--- src/sv/elic_pkg.sv ---
// shared types and constants for the edge/level interrupt controller
// no dependencies; used by elic_cfg, elic_core and the top level

package elic_pkg;

    localparam int MAX_EXT_LINES_DEF = 16;
    localparam int INT_LINES         = 16;
    localparam int CFG_DATA_W        = 16;
    localparam int CFG_IDX_W         = 2;
    localparam int CNT_FIELD_W       = 5;

    localparam logic [15:0] INT_MASK           = 16'hffff;
    localparam logic [31:0] ENABLE_FORCED_ZERO = 32'h0000_7800;

    localparam logic [6:0] OFF_STATUS  = 7'h30;
    localparam logic [6:0] OFF_PENDING = 7'h34;
    localparam logic [6:0] OFF_ENABLE  = 7'h38;
    localparam logic [6:0] OFF_ACK     = 7'h3c;

    typedef enum logic [1:0] {
        OP_LINE  = 2'd0,
        OP_WRITE = 2'd1,
        OP_READ  = 2'd2,
        OP_NOP   = 2'd3
    } opcode_t;

    typedef enum logic [CFG_IDX_W-1:0] {
        CFG_EDGE_MASK   = 2'd0,
        CFG_ACTIVE_HIGH = 2'd1,
        CFG_LINE_COUNT  = 2'd2
    } cfg_reg_t;

    typedef struct packed {
        logic [1:0]  opcode;
        logic [4:0]  line_index;
        logic        line_level;
        logic [6:0]  reg_offset;
        logic [31:0] write_data;
    } in_item_t;

    typedef struct packed {
        logic [31:0] read_data;
        logic        irq_out;
    } out_item_t;

    // external line configuration as seen by the core
    typedef struct packed {
        logic [15:0]            edge_ext;
        logic [15:0]            high_ext;
        logic [CNT_FIELD_W-1:0] line_count;
    } cfg_t;

endpackage

--- src/sv/elic_cfg.sv ---
// configuration registers: external edge mask, polarity and line count
// depends on elic_pkg

module elic_cfg #(
    parameter int MAX_EXTERNAL_LINES = elic_pkg::MAX_EXT_LINES_DEF
) (
    input  logic                            clk,
    input  logic                            rst_n,
    input  logic                            wr_en,
    input  logic [elic_pkg::CFG_IDX_W-1:0]  wr_index,
    input  logic [elic_pkg::CFG_DATA_W-1:0] wr_data,
    output elic_pkg::cfg_t                  cfg
);

    localparam int CNT_W = $clog2(MAX_EXTERNAL_LINES + 1);

    logic [MAX_EXTERNAL_LINES-1:0] edge_reg;
    logic [MAX_EXTERNAL_LINES-1:0] high_reg;
    logic [CNT_W-1:0]              cnt_reg;
    logic [CNT_W-1:0]              cnt_clamped;

    // counts above the number of built lines act as the maximum
    always_comb
    begin
        if (wr_data[elic_pkg::CNT_FIELD_W-1:0] >
            elic_pkg::CNT_FIELD_W'(MAX_EXTERNAL_LINES))
        begin
            cnt_clamped = CNT_W'(MAX_EXTERNAL_LINES);
        end
        else
        begin
            cnt_clamped = wr_data[CNT_W-1:0];
        end
    end

    always_ff @(posedge clk or negedge rst_n)
    begin
        if (!rst_n)
        begin
            edge_reg <= '0;
            high_reg <= '0;
            cnt_reg  <= '0;
        end
        else if (wr_en)
        begin
            case (wr_index)
                elic_pkg::CFG_EDGE_MASK:   edge_reg <= wr_data[MAX_EXTERNAL_LINES-1:0];
                elic_pkg::CFG_ACTIVE_HIGH: high_reg <= wr_data[MAX_EXTERNAL_LINES-1:0];
                elic_pkg::CFG_LINE_COUNT:  cnt_reg  <= cnt_clamped;
                default:
                begin
                end
            endcase
        end
    end

    assign cfg.edge_ext   = 16'(edge_reg);
    assign cfg.high_ext   = 16'(high_reg);
    assign cfg.line_count = elic_pkg::CNT_FIELD_W'(cnt_reg);

endmodule

--- src/sv/elic_core.sv ---
// interrupt state (raw lines, status, enable, last ack) and per-item update
// depends on elic_pkg; driven by the top level's input stage

module elic_core (
    input  logic                clk,
    input  logic                rst_n,
    input  logic                fire,
    input  elic_pkg::in_item_t  item,
    input  elic_pkg::cfg_t      cfg,
    output elic_pkg::out_item_t result,
    output logic [31:0]         enable_bits
);

    logic [31:0] raw_reg,    raw_next;
    logic [31:0] status_reg, status_next;
    logic [31:0] enable_reg, enable_next;
    logic [31:0] ack_reg,    ack_next;

    logic [31:0] edge_full;
    logic [31:0] high_full;
    logic [31:0] present;
    logic [15:0] ext_present;
    logic        lvl_act;
    logic [31:0] rd;

    always_comb
    begin
        for (int j = 0; j < 16; j++)
        begin
            ext_present[j] = (elic_pkg::CNT_FIELD_W'(j) < cfg.line_count);
        end
    end

    assign edge_full = {cfg.edge_ext, elic_pkg::INT_MASK};
    assign high_full = {cfg.high_ext, elic_pkg::INT_MASK};
    assign present   = {ext_present, elic_pkg::INT_MASK};

    // polarity-corrected level of the addressed line
    assign lvl_act = item.line_level ^ ~high_full[item.line_index];

    always_comb
    begin
        raw_next    = raw_reg;
        status_next = status_reg;
        enable_next = enable_reg;
        ack_next    = ack_reg;
        rd          = '0;
        case (item.opcode)
            elic_pkg::OP_LINE:
            begin
                if (present[item.line_index])
                begin
                    raw_next[item.line_index] = lvl_act;
                    if (edge_full[item.line_index])
                    begin
                        status_next[item.line_index] = status_reg[item.line_index] |
                            (lvl_act & ~raw_reg[item.line_index]);
                    end
                    else
                    begin
                        status_next[item.line_index] = status_reg[item.line_index] | lvl_act;
                    end
                end
            end
            elic_pkg::OP_WRITE:
            begin
                if (item.reg_offset == elic_pkg::OFF_ENABLE)
                begin
                    enable_next = item.write_data & ~elic_pkg::ENABLE_FORCED_ZERO;
                end
                else if (item.reg_offset == elic_pkg::OFF_ACK)
                begin
                    ack_next = item.write_data;
                    // level lines still active come straight back
                    status_next = (status_reg & ~item.write_data) |
                                  (raw_reg & ~edge_full & present);
                end
            end
            elic_pkg::OP_READ:
            begin
                if (item.reg_offset == elic_pkg::OFF_STATUS)
                begin
                    rd = status_reg;
                end
                else if (item.reg_offset == elic_pkg::OFF_PENDING)
                begin
                    rd = status_reg & enable_reg;
                end
                else if (item.reg_offset == elic_pkg::OFF_ENABLE)
                begin
                    rd = enable_reg;
                end
                else if (item.reg_offset == elic_pkg::OFF_ACK)
                begin
                    rd = ack_reg;
                end
            end
            default:
            begin
            end
        endcase
    end

    always_ff @(posedge clk or negedge rst_n)
    begin
        if (!rst_n)
        begin
            raw_reg    <= '0;
            status_reg <= '0;
            enable_reg <= '0;
            ack_reg    <= '0;
        end
        else if (fire)
        begin
            raw_reg    <= raw_next;
            status_reg <= status_next;
            enable_reg <= enable_next;
            ack_reg    <= ack_next;
        end
    end

    assign result.read_data = rd;
    assign result.irq_out   = |(status_next & enable_next);
    assign enable_bits      = enable_reg;

endmodule

--- src/sv/edge_level_interrupt_controller.sv ---
// top level: input register, interrupt core and result register
// depends on elic_pkg, elic_cfg and elic_core
//
//   channel | direction | handshake            | payload
//   --------+-----------+----------------------+--------------------------
//   in      | into      | in_valid / in_stall  | in_data  (in_item_t)
//   out     | out of    | out_valid / out_stall| out_data (out_item_t)
//   cfg     | into      | cfg_valid / cfg_ready| cfg_index, cfg_data
//
// one item per clock while in_stall is low; each item is held in the input
// register, and its result is loaded into the result register as the item
// leaves the input register, and is held there until taken. the state update
// happens as the item leaves the input register.
// rst_n clears the valid flags, core state and config asynchronously. out_stall
// holds the result register; the input register keeps taking one more item
// behind it, and in_stall rises only when both registers are full.

module edge_level_interrupt_controller #(
    parameter int MAX_EXTERNAL_LINES = elic_pkg::MAX_EXT_LINES_DEF
) (
    input  logic                            clk,
    input  logic                            rst_n,
    input  logic                            in_valid,
    output logic                            in_stall,
    input  elic_pkg::in_item_t              in_data,
    output logic                            out_valid,
    input  logic                            out_stall,
    output elic_pkg::out_item_t             out_data,
    input  logic                            cfg_valid,
    output logic                            cfg_ready,
    input  logic [elic_pkg::CFG_IDX_W-1:0]  cfg_index,
    input  logic [elic_pkg::CFG_DATA_W-1:0] cfg_data
);

    logic                s1_valid_reg, s1_valid_next;
    elic_pkg::in_item_t  s1_item_reg;
    logic                out_valid_reg, out_valid_next;
    elic_pkg::out_item_t out_item_reg;

    elic_pkg::cfg_t      cfg;
    elic_pkg::out_item_t core_result;
    logic [31:0]         enable_bits;
    logic                adv;
    logic                take;

    assign cfg_ready = 1'b1;

    elic_cfg #(
        .MAX_EXTERNAL_LINES(MAX_EXTERNAL_LINES)
    ) u_cfg (
        .clk      (clk),
        .rst_n    (rst_n),
        .wr_en    (cfg_valid & cfg_ready),
        .wr_index (cfg_index),
        .wr_data  (cfg_data),
        .cfg      (cfg)
    );

    elic_core u_core (
        .clk         (clk),
        .rst_n       (rst_n),
        .fire        (adv),
        .item        (s1_item_reg),
        .cfg         (cfg),
        .result      (core_result),
        .enable_bits (enable_bits)
    );

    // input register moves on whenever the result register is free or draining
    assign adv      = s1_valid_reg & (~out_valid_reg | ~out_stall);
    assign in_stall = s1_valid_reg & ~adv;
    assign take     = in_valid & ~in_stall;

    always_comb
    begin
        s1_valid_next = s1_valid_reg;
        if (take)
        begin
            s1_valid_next = 1'b1;
        end
        else if (adv)
        begin
            s1_valid_next = 1'b0;
        end

        out_valid_next = out_valid_reg;
        if (adv)
        begin
            out_valid_next = 1'b1;
        end
        else if (!out_stall)
        begin
            out_valid_next = 1'b0;
        end
    end

    always_ff @(posedge clk or negedge rst_n)
    begin
        if (!rst_n)
        begin
            s1_valid_reg  <= 1'b0;
            out_valid_reg <= 1'b0;
        end
        else
        begin
            s1_valid_reg  <= s1_valid_next;
            out_valid_reg <= out_valid_next;
        end
    end

    always_ff @(posedge clk)
    begin
        if (take)
        begin
            s1_item_reg <= in_data;
        end
        if (adv)
        begin
            out_item_reg <= core_result;
        end
    end

    assign out_valid = out_valid_reg;
    assign out_data  = out_item_reg;

    // an empty input register never pushes back
    a_no_stall_when_empty: assert property (@(posedge clk) disable iff (!rst_n)
        !s1_valid_reg |-> !in_stall)
        else $error("in_stall raised with empty input register");

    // a taken result with nothing behind it leaves the output empty
    a_out_drains: assert property (@(posedge clk) disable iff (!rst_n)
        (out_valid && !out_stall && !s1_valid_reg) |=> !out_valid)
        else $error("result repeated after transaction");

    // enable bits 11..14 are never stored
    a_enable_forced_zero: assert property (@(posedge clk) disable iff (!rst_n)
        (enable_bits & elic_pkg::ENABLE_FORCED_ZERO) == 32'h0)
        else $error("forced-zero enable bits set");

    // aims at a held input item moving on once the output frees up; in_stall implies out_stall, so it never fires
    a_stall_resolves: assert property (@(posedge clk) disable iff (!rst_n)
        (in_stall && !out_stall) |=> s1_valid_reg && out_valid)
        else $error("input register lost during stall");

endmodule

--- config.mk ---
export PLATFORM = sky130hd
export DESIGN_NAME = edge_level_interrupt_controller
export DESIGN_NICKNAME = d
export VERILOG_FILES = /design/src/sv/elic_pkg.sv /design/src/sv/elic_cfg.sv /design/src/sv/elic_core.sv /design/src/sv/edge_level_interrupt_controller.sv
export SDC_FILE = /design/constraint.sdc
export NUM_CORES = 1
export LEC_CHECK = 0
export ABC_AREA = 1
export BUFFER_PORTS_ARGS = -buffer_cell sky130_fd_sc_hd__buf_2
export CAP_MARGIN = 40
export CORE_MARGIN = 2
export CORE_UTILIZATION = 30
export DETAILED_ROUTE_END_ITERATION = 6
export PLACE_DENSITY = 0.54
export SLEW_MARGIN = 20
export SYNTH_ARGS = -nofsm -noshare
export SYNTH_HDL_FRONTEND = slang
export SYNTH_SLANG_ARGS = --single-unit
--- constraint.sdc ---
create_clock -name clk -period 2.52 [get_ports clk]
set_clock_uncertainty 0.1 [all_clocks]
set_input_delay 0.126 -clock clk [delete_from_list [all_inputs] [get_ports clk]]
set_output_delay 0.126 -clock clk [all_outputs]
set_load 0.005 [all_outputs]
; Yosys cells after proc, flatten, opt, wreduce, memory -nomap -nowiden
; Index checks and enable logic that the tools add are counted.
[op_classes]
order_cmp = 19
n_eq_ne = 9
mux = 31
bitwise_logic = 23
reduce_logical = 10
[ops]
columns = operator, n
row1 = 32-bit two-way mux, 10
row2 = 32-bit AND, 5
row3 = 32-bit bitwise mux, 3
row4 = 32-bit NOT, 2
row5 = 32-bit case mux with 2 select lines, 1
row6 = 4-bit by 5-bit less-than comparator with 1-bit output (first input constant), 8
row7 = 32-bit bitwise OR, 1
row8 = 32-bit OR reduction, 1
row9 = 7-bit by 6-bit == test with 1-bit output (second input constant), 4
row10 = 1-bit binary-select mux with 5-bit select, 5
row11 = 3-bit by 5-bit less-than comparator with 1-bit output (first input constant), 4
row12 = 1-bit by 5-bit less-than comparator with 1-bit output (first input constant), 2
row13 = 2-bit by 5-bit less-than comparator with 1-bit output (first input constant), 2
row14 = 1-bit two-way mux, 10
row15 = 1-bit NOT, 7
row16 = 5-bit by 6-bit less-than comparator with 1-bit output (second input constant), 1
row17 = 2-bit AND reduction, 3
row18 = 1-bit demux with 5-bit select, 1
row19 = 5-bit by 1-bit greater-or-equal comparator with 1-bit output (second input constant), 1
row20 = 5-bit > comparator (second input constant), 1
row21 = 5-bit two-way mux, 1
row22 = 1-bit AND, 4
row23 = 2-bit by 1-bit == test with 1-bit output (second input constant), 2
row24 = 2-bit == test (second input constant), 2
row25 = 8 further kinds, 11
[word_totals]
ff_bits = 247
input_bits = 70
word_cells = 108

; Depth between registers and ports, before layout
; Gate-level depths: netlist of the first run.
[depth]
ltp_word = 12
depth_mapped = 24
depth_no_buf = 22

; Hierarchy
; Synthesis of the first run repeated with hierarchy kept, for this count alone.
[hier_totals]
cells_unflattened = 1652
area_unflattened_um2 = 13208.9
[modules_own_cells]
columns = mod, instances, cells_per_inst, area_each_um2, seq_area_each_um2
row1 = elic_core, 1, 1411, 9218.8, 3203.1
row2 = edge_level_interrupt_controller, 1, 94, 2508.7, 2452.4
row3 = elic_cfg, 1, 147, 1481.4, 925.9

; Least setup slack after synthesis of the first run
; OpenSTA, ideal clock, no wires.
[synth_path]
path_type = register -> register
start = reg out_valid_reg (netlist: out_valid)
end = reg out_item_reg, in the netlist out_data[0] (enable)
setup_time_ps = 410
t_arrival_ps = 2001
required_ps = 2010
path_slack_ps = 9
stages_incl_launch_ff = 6
path_buffers = 2
synth_period_minus_slack_ps = 2511
path_cell_list = dfrtp_1 nand2_1 inv_1 nor2_1 clkbuf_1 clkbuf_1
[synth_between]
elab_chain_cells = 3
[synth_lines]
columns = element, line
row1 = from (decl), edge_level_interrupt_controller.sv:37  ; logic out_valid_reg, out_valid_next;
row2 = from (signal assigned), edge_level_interrupt_controller.sv:107  ; out_valid_reg <= out_valid_next;
row3 = 1-bit NOT, edge_level_interrupt_controller.sv:70  ; assign adv = s1_valid_reg & (~out_valid_reg | ~out_stall);
row4 = 1-bit bitwise OR, edge_level_interrupt_controller.sv:70
row5 = 1-bit AND, edge_level_interrupt_controller.sv:70
row6 = net adv, edge_level_interrupt_controller.sv:43  ; logic adv;
row7 = to (signal assigned), edge_level_interrupt_controller.sv:119  ; out_item_reg <= core_result;
row8 = to (decl), edge_level_interrupt_controller.sv:38  ; elic_pkg::out_item_t out_item_reg;
; The timed path passes the listed nets, and every way through them passes these cells.
; A chain may end at the register's enable or synchronous reset.

; Final worst setup path of the first run
[layout_path]
start = reg s1_item_reg[41] (netlist bit)
end = reg u_core.status_reg[31]
[layout_between]
elab_chain_cells = 10
elab_cells_between_ends = 26
[layout_lines]
columns = element, line
row1 = from (decl), edge_level_interrupt_controller.sv:36  ; elic_pkg::in_item_t s1_item_reg;
row2 = from (signal assigned), edge_level_interrupt_controller.sv:115  ; s1_item_reg <= in_data;
row3 = 1-bit binary-select mux with 5-bit select, elic_core.sv:39  ; assign lvl_act = item.line_level ^ ~high_full[item.line_index];
row4 = 1-bit two-way mux (not written as such), elic_core.sv:39
row5 = 1-bit NOT, elic_core.sv:39
row6 = 1-bit bitwise XOR, elic_core.sv:39
row7 = 1-bit AND, elic_core.sv:57  ; (lvl_act & ~raw_reg[item.line_index]);
row8 = 1-bit bitwise OR, elic_core.sv:56  ; status_next[item.line_index] = status_reg[item.line_index] |
row9 = 32-bit bitwise mux, elic_core.sv:56
row10 = 32-bit two-way mux, elic_core.sv:54  ; if (edge_full[item.line_index])
row11 = 32-bit two-way mux *, elic_core.sv:51  ; if (present[item.line_index])
row12 = 32-bit case mux with 2 select lines *, elic_core.sv:48  ; case (item.opcode)
row13 = to (signal assigned), elic_core.sv:116  ; status_reg <= status_next;
row14 = to (decl), elic_core.sv:15  ; logic [31:0] status_reg, status_next;
; Every way passes the cells marked *; elsewhere a longest branch is shown, timed or not. The select of a mux whose other input is x is not followed.

==> flow_metrics.py, run 1 <==
metrics = {
    "logic_synthesis": {
        "ys_types": 41,
        "synth_ff_type": "dfrtp_1",
        "syn-cell-area_sq_um": 13000,
        "synthCells": 1622,
        "synth_area_per_cell_sq_um": 7.99,
        "yosysSeqAreaShare_pct": 50.8,
        "ys_async_sr_fraction_pct": 67.6,
        "synth_edf_count": 80,
        "synth_seq_cells": 247,
        "syn_nets": 1692,
        "ys_warn_count": 0,
    },
    "detailed_routing": {
        "wl_met3_um": 2380,
        "wl_per_cell_um": 18.2,
        "via_count": 13023,
        "drtIter0Drc": 995,
        "viasPerCell": 5.02,
        "antenna_left": 0,
        "route.detailed.drc": 0,
        "drt-pass1-iter-count": 5,
        "highest_layer": "met4",
        "met2_wirelength_um": 23700,
        "finalWirelength_um": 47100,
        "met1_length_um": 19800,
    },
    "clock_tree": {
        "ctsLongestPathBuffers": 3,
        "numCtsBuffers": 30,
        "clk_pin_slew_worst_paths_ns": 0.06,
        "clk_latency_ns": 0.60,
        "clkSinkCount": 247,
        "cts-root-buf": "clkbuf_16",
        "cts_tree": "done",
        "htree_levels": 1,
    },
    "sta": {
        "period_share_pct": 113,
        "period_needed_ns": 2.84,
        "rsz0062_at_grt": "true",
        "report.final.slew_viol_count": 0,
        "finalHoldViolations": 0,
        "worst_slew_pin_slew_ns": 0.664,
        "fmax_mhz": 352,
        "setup_ws_ns": -0.318,
        "slew_headroom_pct": 55.7,
        "setup_violations": 44,
    },
    "final_layout": {
        "largest_reg_flops": 47,
        "final_cell_mix": "nand2_1 (415), buf_4 (179), dfrtp_1 (167)",
        "nets": 2056,
        "drive_above_1_share_pct": 27.3,
        "postLayoutCellArea_sq_um": 18700,
        "layout_commonest_cell": "nand2_1",
        "num-fill-cells": 4236,
        "area_growth_pct": 44.5,
        "layoutNonFillerInstCount": 2595,
        "n_antenna_cell": 0,
    },
    "placed_design": {
        "placed_cell_area_sq_um": 15500,
        "post-place-cells": 2414,
        "portBuffers": 104,
        "dpl.hpwl_um": 31000,
        "place_congestion": 0.921,
    },
    "die": {
        "start_util_pct": 30.2,
        "num_rows": 76,
        "die_h_um": 212,
        "die_x_um": 212,
        "core_sq_um": 42900,
        "pin_count": 106,
        "dieArea_sq_um": 44900,
    },
    "setup_path": {
        "critPathMaxFanout": 5,
        "critical_path_class": "reg2reg",
        "cp.arrival_ns": 3.25,
        "crit_path_start_kind": "register",
        "worstRegToRegCells": 23,
        "cp_data_required_time_ns": 2.93,
        "critPathCaptureType": "register",
    },
    "global_route": {
        "antenna_found_initial": 0,
        "grt_usage_pct": 20.9,
        "grt_pass1_vias": 12986,
        "grt_max_degree": 106,
        "globalRouteOverflowTotal": 0,
        "grt_pass1_wl_um": 72900,
    },
    "run_status": {
        "violations": "setup timing",
        "status": "finished, violations left",
    },
    "flow_run": {
        "max-cap-violations": 0,
    },
    "hold_path": {
        "hp-class": "in2async",
    },
    "power": {
        "p_leak_nw": 8.31,
        "ir_worst_vdd_mv": 0.491,
        "powerDensity_nw_per_um2": 740,
    },
}
==> metrics by stage <==
stage               hold WS, ns  setup TNS [ns]  worst slack [ns]  util [%]  power, W
finish                  0.00891           -5.75            -0.318      43.7    0.0139
floorplan                -0.270               0           0.00907         -   0.00698
global placement         0.0577          -0.810            -0.435      36.1   0.00847
CTS                     0.00204           -2.56            -0.233      42.5    0.0136
global route             0.0413           -9.95            -0.494      43.7    0.0146
detailed placement       0.0594           -1.31            -0.488      36.1   0.00850
==> cells in the mapped netlist, types with 7 or more instances <==
| cell | n | share of area, % |
|---|---|---|
| inv_1 | 160 | 4.6 |
| clkbuf_1 | 51 | 1.5 |
| o211ai_1 | 32 | 1.9 |
| o22ai_1 | 27 | 1.3 |
| a31oi_1 | 75 | 3.6 |
| dfrtp_1 | 167 | 32 |
| nand4_1 | 7 | 0.34 |
| nand3_1 | 61 | 2.4 |
| o21bai_1 | 10 | 0.58 |
| buf_2 | 13 | 0.50 |
| buf_4 | 11 | 0.64 |
| nand2_1 | 452 | 13 |
| o21ai_0 | 139 | 5.4 |
| a21oi_1 | 95 | 3.7 |
| nand3_2 | 7 | 0.54 |
| nor2_1 | 149 | 4.3 |
| edfxtp_1 | 80 | 19 |
| o311ai_0 | 16 | 1.1 |
| or2_2 | 10 | 0.48 |
==> metal layers <==
layer | track usage [%] | vias to the layer above
met1 | 26.8 | 6361
met5 | 0 | -
met4 | 6.56 | 0
li1 | - | 6198
met2 | 37.1 | 383
met3 | 2.18 | 81
==> final timing paths <==
kind,startpoint,to,slack (ns)
hold reg to reg,u_core.ack_reg[10],u_core.ack_reg[10],0.38
setup reg to reg,s1_item_reg[41],u_core.status_reg[31],-0.32
max in group asynchronous,rst_n,u_core.status_reg[23],1.50
setup / recovery,s1_item_reg[41],u_core.status_reg[31],-0.32
min in group clk,in_data[21],s1_item_reg[21],0.14
hold / removal,rst_n,u_core.ack_reg[21],0.009
==> cell families after synthesis <==
logic type	synth area share [%]
muxes	0.174
AOI/OAI and AO/OA	18.3
buffers and inverters	8.12
other	0.0289
and+or+nand+nor	22.6
DFF	50.8
==> cell type report <==
type                            count  area, sq um  area share [%]
Clock buffer                       40          828            4.42
Sequential cell                   247         6580            35.1
Timing Repair Buffer              414         3570            19.1
Tap cell                          585          732            3.91
Multi-Input combinational cell   1127         6150            32.8
Inverter                          166          641            3.42
Clock inverter                     16          229            1.22
==> repair_timing <==
item,4_1_cts,5_1_grt
gates cloned,12,1
setup endpoints to repair,57,76
resized for setup,97,114
pin swaps,36,34
hold buffers,72,0
buffers inserted,39,7
hold endpoints to repair,251,0
==> power breakdown <==
part | leakage (nW) | internal (W) | switching, W | total (W)
clock network | 0.504 | 0.00274 | 0.00185 | 0.00459
registers | 2.89 | 0.00473 | 0.000494 | 0.00522
logic | 4.93 | 0.00178 | 0.00228 | 0.00405
total | 8.31 | 0.00924 | 0.00462 | 0.0139
==> worst max-delay path, cell delays in order, from the launching register on <==
cell,delay (ns)
edfxtp_1,0.41
buf_6,0.16
buf_6,0.12
nand2_8,0.08
buf_12,0.13
buf_12,0.11
nor2_4,0.03
a21oi_4,0.12
nand2_1,0.08
nand2_1,0.09
nand2_2,0.06
nor2_4,0.23
nand2_4,0.17
nand2_8,0.14
nand2_2,0.06
nand2_2,0.06
nand2_2,0.07
nand3_4,0.08
buf_6,0.10
buf_6,0.08
buf_6,0.08
buf_6,0.08
nand2_2,0.04
o21ai_2,0.07
Power figures use the tool's default switching activity.
==> run 2, diff against run 1 <==
Settings changed: BUFFER_PORTS_ARGS -buffer_cell sky130_fd_sc_hd__buf_2 to -buffer_cell sky130_fd_sc_hd__clkbuf_2, MAX_ROUTING_LAYER set to met4, PLACE_DENSITY 0.54 to not set.
==> flow_metrics.py, run 2 (synthesis results as in run 1) <==
metrics = {
    "run_status": {
        "status": "finished, violations left",
        "violations": "setup timing",
    },
    "hold_path": {
        "hp-class": "in2async",
    },
    "die": {
        "dieArea_sq_um": 44900,
        "num_rows": 76,
        "pin_count": 106,
        "die_x_um": 212,
        "start_util_pct": 30.2,
        "die_h_um": 212,
        "core_sq_um": 42900,
    },
    "final_layout": {
        "largest_reg_flops": 47,
        "layout_commonest_cell": "nand2_1",
        "final_cell_mix": "nand2_1 (413), buf_4 (193), dfrtp_1 (167)",
        "finish.utilization_pct": 42.7,
        "nets": 2053,
        "layoutNonFillerInstCount": 2592,
        "n_antenna_cell": 0,
        "drive_above_1_share_pct": 25.7,
        "area_growth_pct": 41.3,
    },
    "detailed_routing": {
        "drt-pass1-iter-count": 5,
        "antenna_left": 0,
        "via_count": 12955,
        "wl_per_cell_um": 17.5,
        "finalWirelength_um": 45400,
        "wl_met3_um": 2290,
        "route.detailed.drc": 0,
        "met2_wirelength_um": 22800,
        "highest_layer": "met4",
        "viasPerCell": 5.00,
        "met1_length_um": 19000,
        "drtIter0Drc": 1335,
    },
    "clock_tree": {
        "clk_latency_ns": 0.60,
        "cts_tree": "done",
        "clk_pin_slew_worst_paths_ns": 0.06,
        "numCtsBuffers": 30,
        "htree_levels": 1,
        "cts-root-buf": "clkbuf_16",
        "ctsLongestPathBuffers": 3,
        "clkSinkCount": 247,
    },
    "sta": {
        "period_share_pct": 118,
        "hold_ws_ns": 0.00224,
        "worst_slew_pin_slew_ns": 0.557,
        "slew_headroom_pct": 62.9,
        "finalHoldViolations": 0,
        "rsz0062_at_grt": "true",
        "period_needed_ns": 2.98,
        "fmax_mhz": 335,
        "report.final.slew_viol_count": 0,
        "setup_ws_ns": -0.463,
        "setup_violations": 26,
    },
    "power": {
        "p_leak_nw": 8.31,
        "swShare_pct": 32.9,
        "ir_worst_vdd_mv": 0.507,
        "powerDensity_nw_per_um2": 753,
        "p_switching_w": 0.00453,
        "p_clk_share_pct": 34.0,
        "power_frac_seq_pct": 37.8,
        "combinationalPowerShare_pct": 28.2,
        "internal_power_w": 0.00925,
    },
    "setup_path": {
        "cp.arrival_ns": 3.21,
        "critical_path_class": "reg2reg",
        "critPathCaptureType": "register",
        "cp_data_required_time_ns": 2.74,
        "critPathMaxFanout": 8,
        "crit_path_start_kind": "register",
    },
    "placed_design": {
        "dp_slack_ns": -0.583,
        "post-place-cells": 2429,
        "place_congestion": 0.932,
        "dpl.hpwl_um": 31300,
        "portBuffers": 104,
    },
    "global_route": {
        "grt_pass1_wl_um": 68900,
        "grt_pass1_vias": 12613,
        "globalRouteOverflowTotal": 0,
        "grt_usage_pct": 20.1,
        "grt_max_degree": 106,
        "antenna_found_initial": 0,
    },
    "flow_run": {
        "max-cap-violations": 0,
    },
}
run 2: cell count changes in the layout (fill, tap and decap cells not counted), moves of 15 or more:
cell / change
a31oi_4: -19
a31oi_1: +20
a21oi_2: -19
nand3_2: +15
clkbuf_2: +103
a21oi_1: +22
buf_2: -103
nand3_1: -15
run 2: power by group through the flow:
stage / sequential, W / clock (W) / combinational, W
after CTS: 0.00519 / 0.00475 / 0.00347
final: 0.00521 / 0.00468 / 0.00389
after global placement: 0.00526 / 0 / 0.00326
after detailed placement: 0.00526 / 0 / 0.00330
after floorplan: 0.00512 / 0 / 0.00186
after global routing: 0.00527 / 0.00492 / 0.00428
run 2: stage by stage:
step	total power (W)	setup TNS (ns)	cell area, sq um
global route	0.0145	-6.87	18300
global placement	0.00852	-11.93	15500
CTS	0.0134	-0.317	17500
floorplan	0.00698	0	13000
detailed placement	0.00857	-13.21	15600
finish	0.0138	-1.16	18300
run 2: area by class of cell:
class / instances / area (sq um)
Timing Repair Buffer: 415 / 3530
Fill cell: 4235 / 24600
Clock buffer: 37 / 827
Tap cell: 585 / 732
Inverter: 166 / 634
Clock inverter: 19 / 259
Sequential cell: 247 / 6580
Multi-Input combinational cell: 1123 / 5750
run 2: worst max-delay path, stage by stage (launching register included):
cell and delay (ns):
edfxtp_1 0.49, buf_6 0.17, buf_4 0.13, nand2_8 0.07, clkbuf_16 0.17, o22ai_1 0.17
o21bai_1 0.12, nand2_1 0.09, nor2_2 0.05, nand2_4 0.13, clkbuf_16 0.19, nand3_2 0.08
nand3_1 0.11, nand2_1 0.08, nand2_1 0.06, nand2_1 0.05, nor2_2 0.11, nand2_2 0.09
nor2_4 0.17, nand3_2 0.07
run 2: final timing paths:
kind | to | startpoint | slack, ns | cells past startpoint
max | out_data[0] | s1_item_reg[40] | -0.46 | 19
min | u_cfg.edge_reg[0] | rst_n | 0.002 | 3
max reg2reg | out_data[0] | s1_item_reg[40] | -0.46 | 19
min reg2reg | u_core.ack_reg[6] | u_core.ack_reg[6] | 0.38 | 2
max in group asynchronous | u_core.status_reg[31] | rst_n | 1.87 | 3
min in group clk | s1_item_reg[30] | in_data[30] | 0.15 | 2
run 2: timing repair:
| item | CTS | global route |
|---|---|---|
| cloned | 0 | 11 |
| pin swaps | 2 | 31 |
| hold buffers | 75 | 0 |
| setup buffers | 6 | 15 |
| endpoints found under the setup margin | 67 | 88 |
| hold endpoints to repair | 253 | 0 |
| gates resized for setup | 18 | 128 |
run 2: per-layer routing:
layer | global-route usage (%) | vias up
met3 | 2.17 | 85
li1 | - | 6180
met2 | 34.6 | 434
met4 | 6.53 | 0
met5 | - | -
met1 | 24.6 | 6256
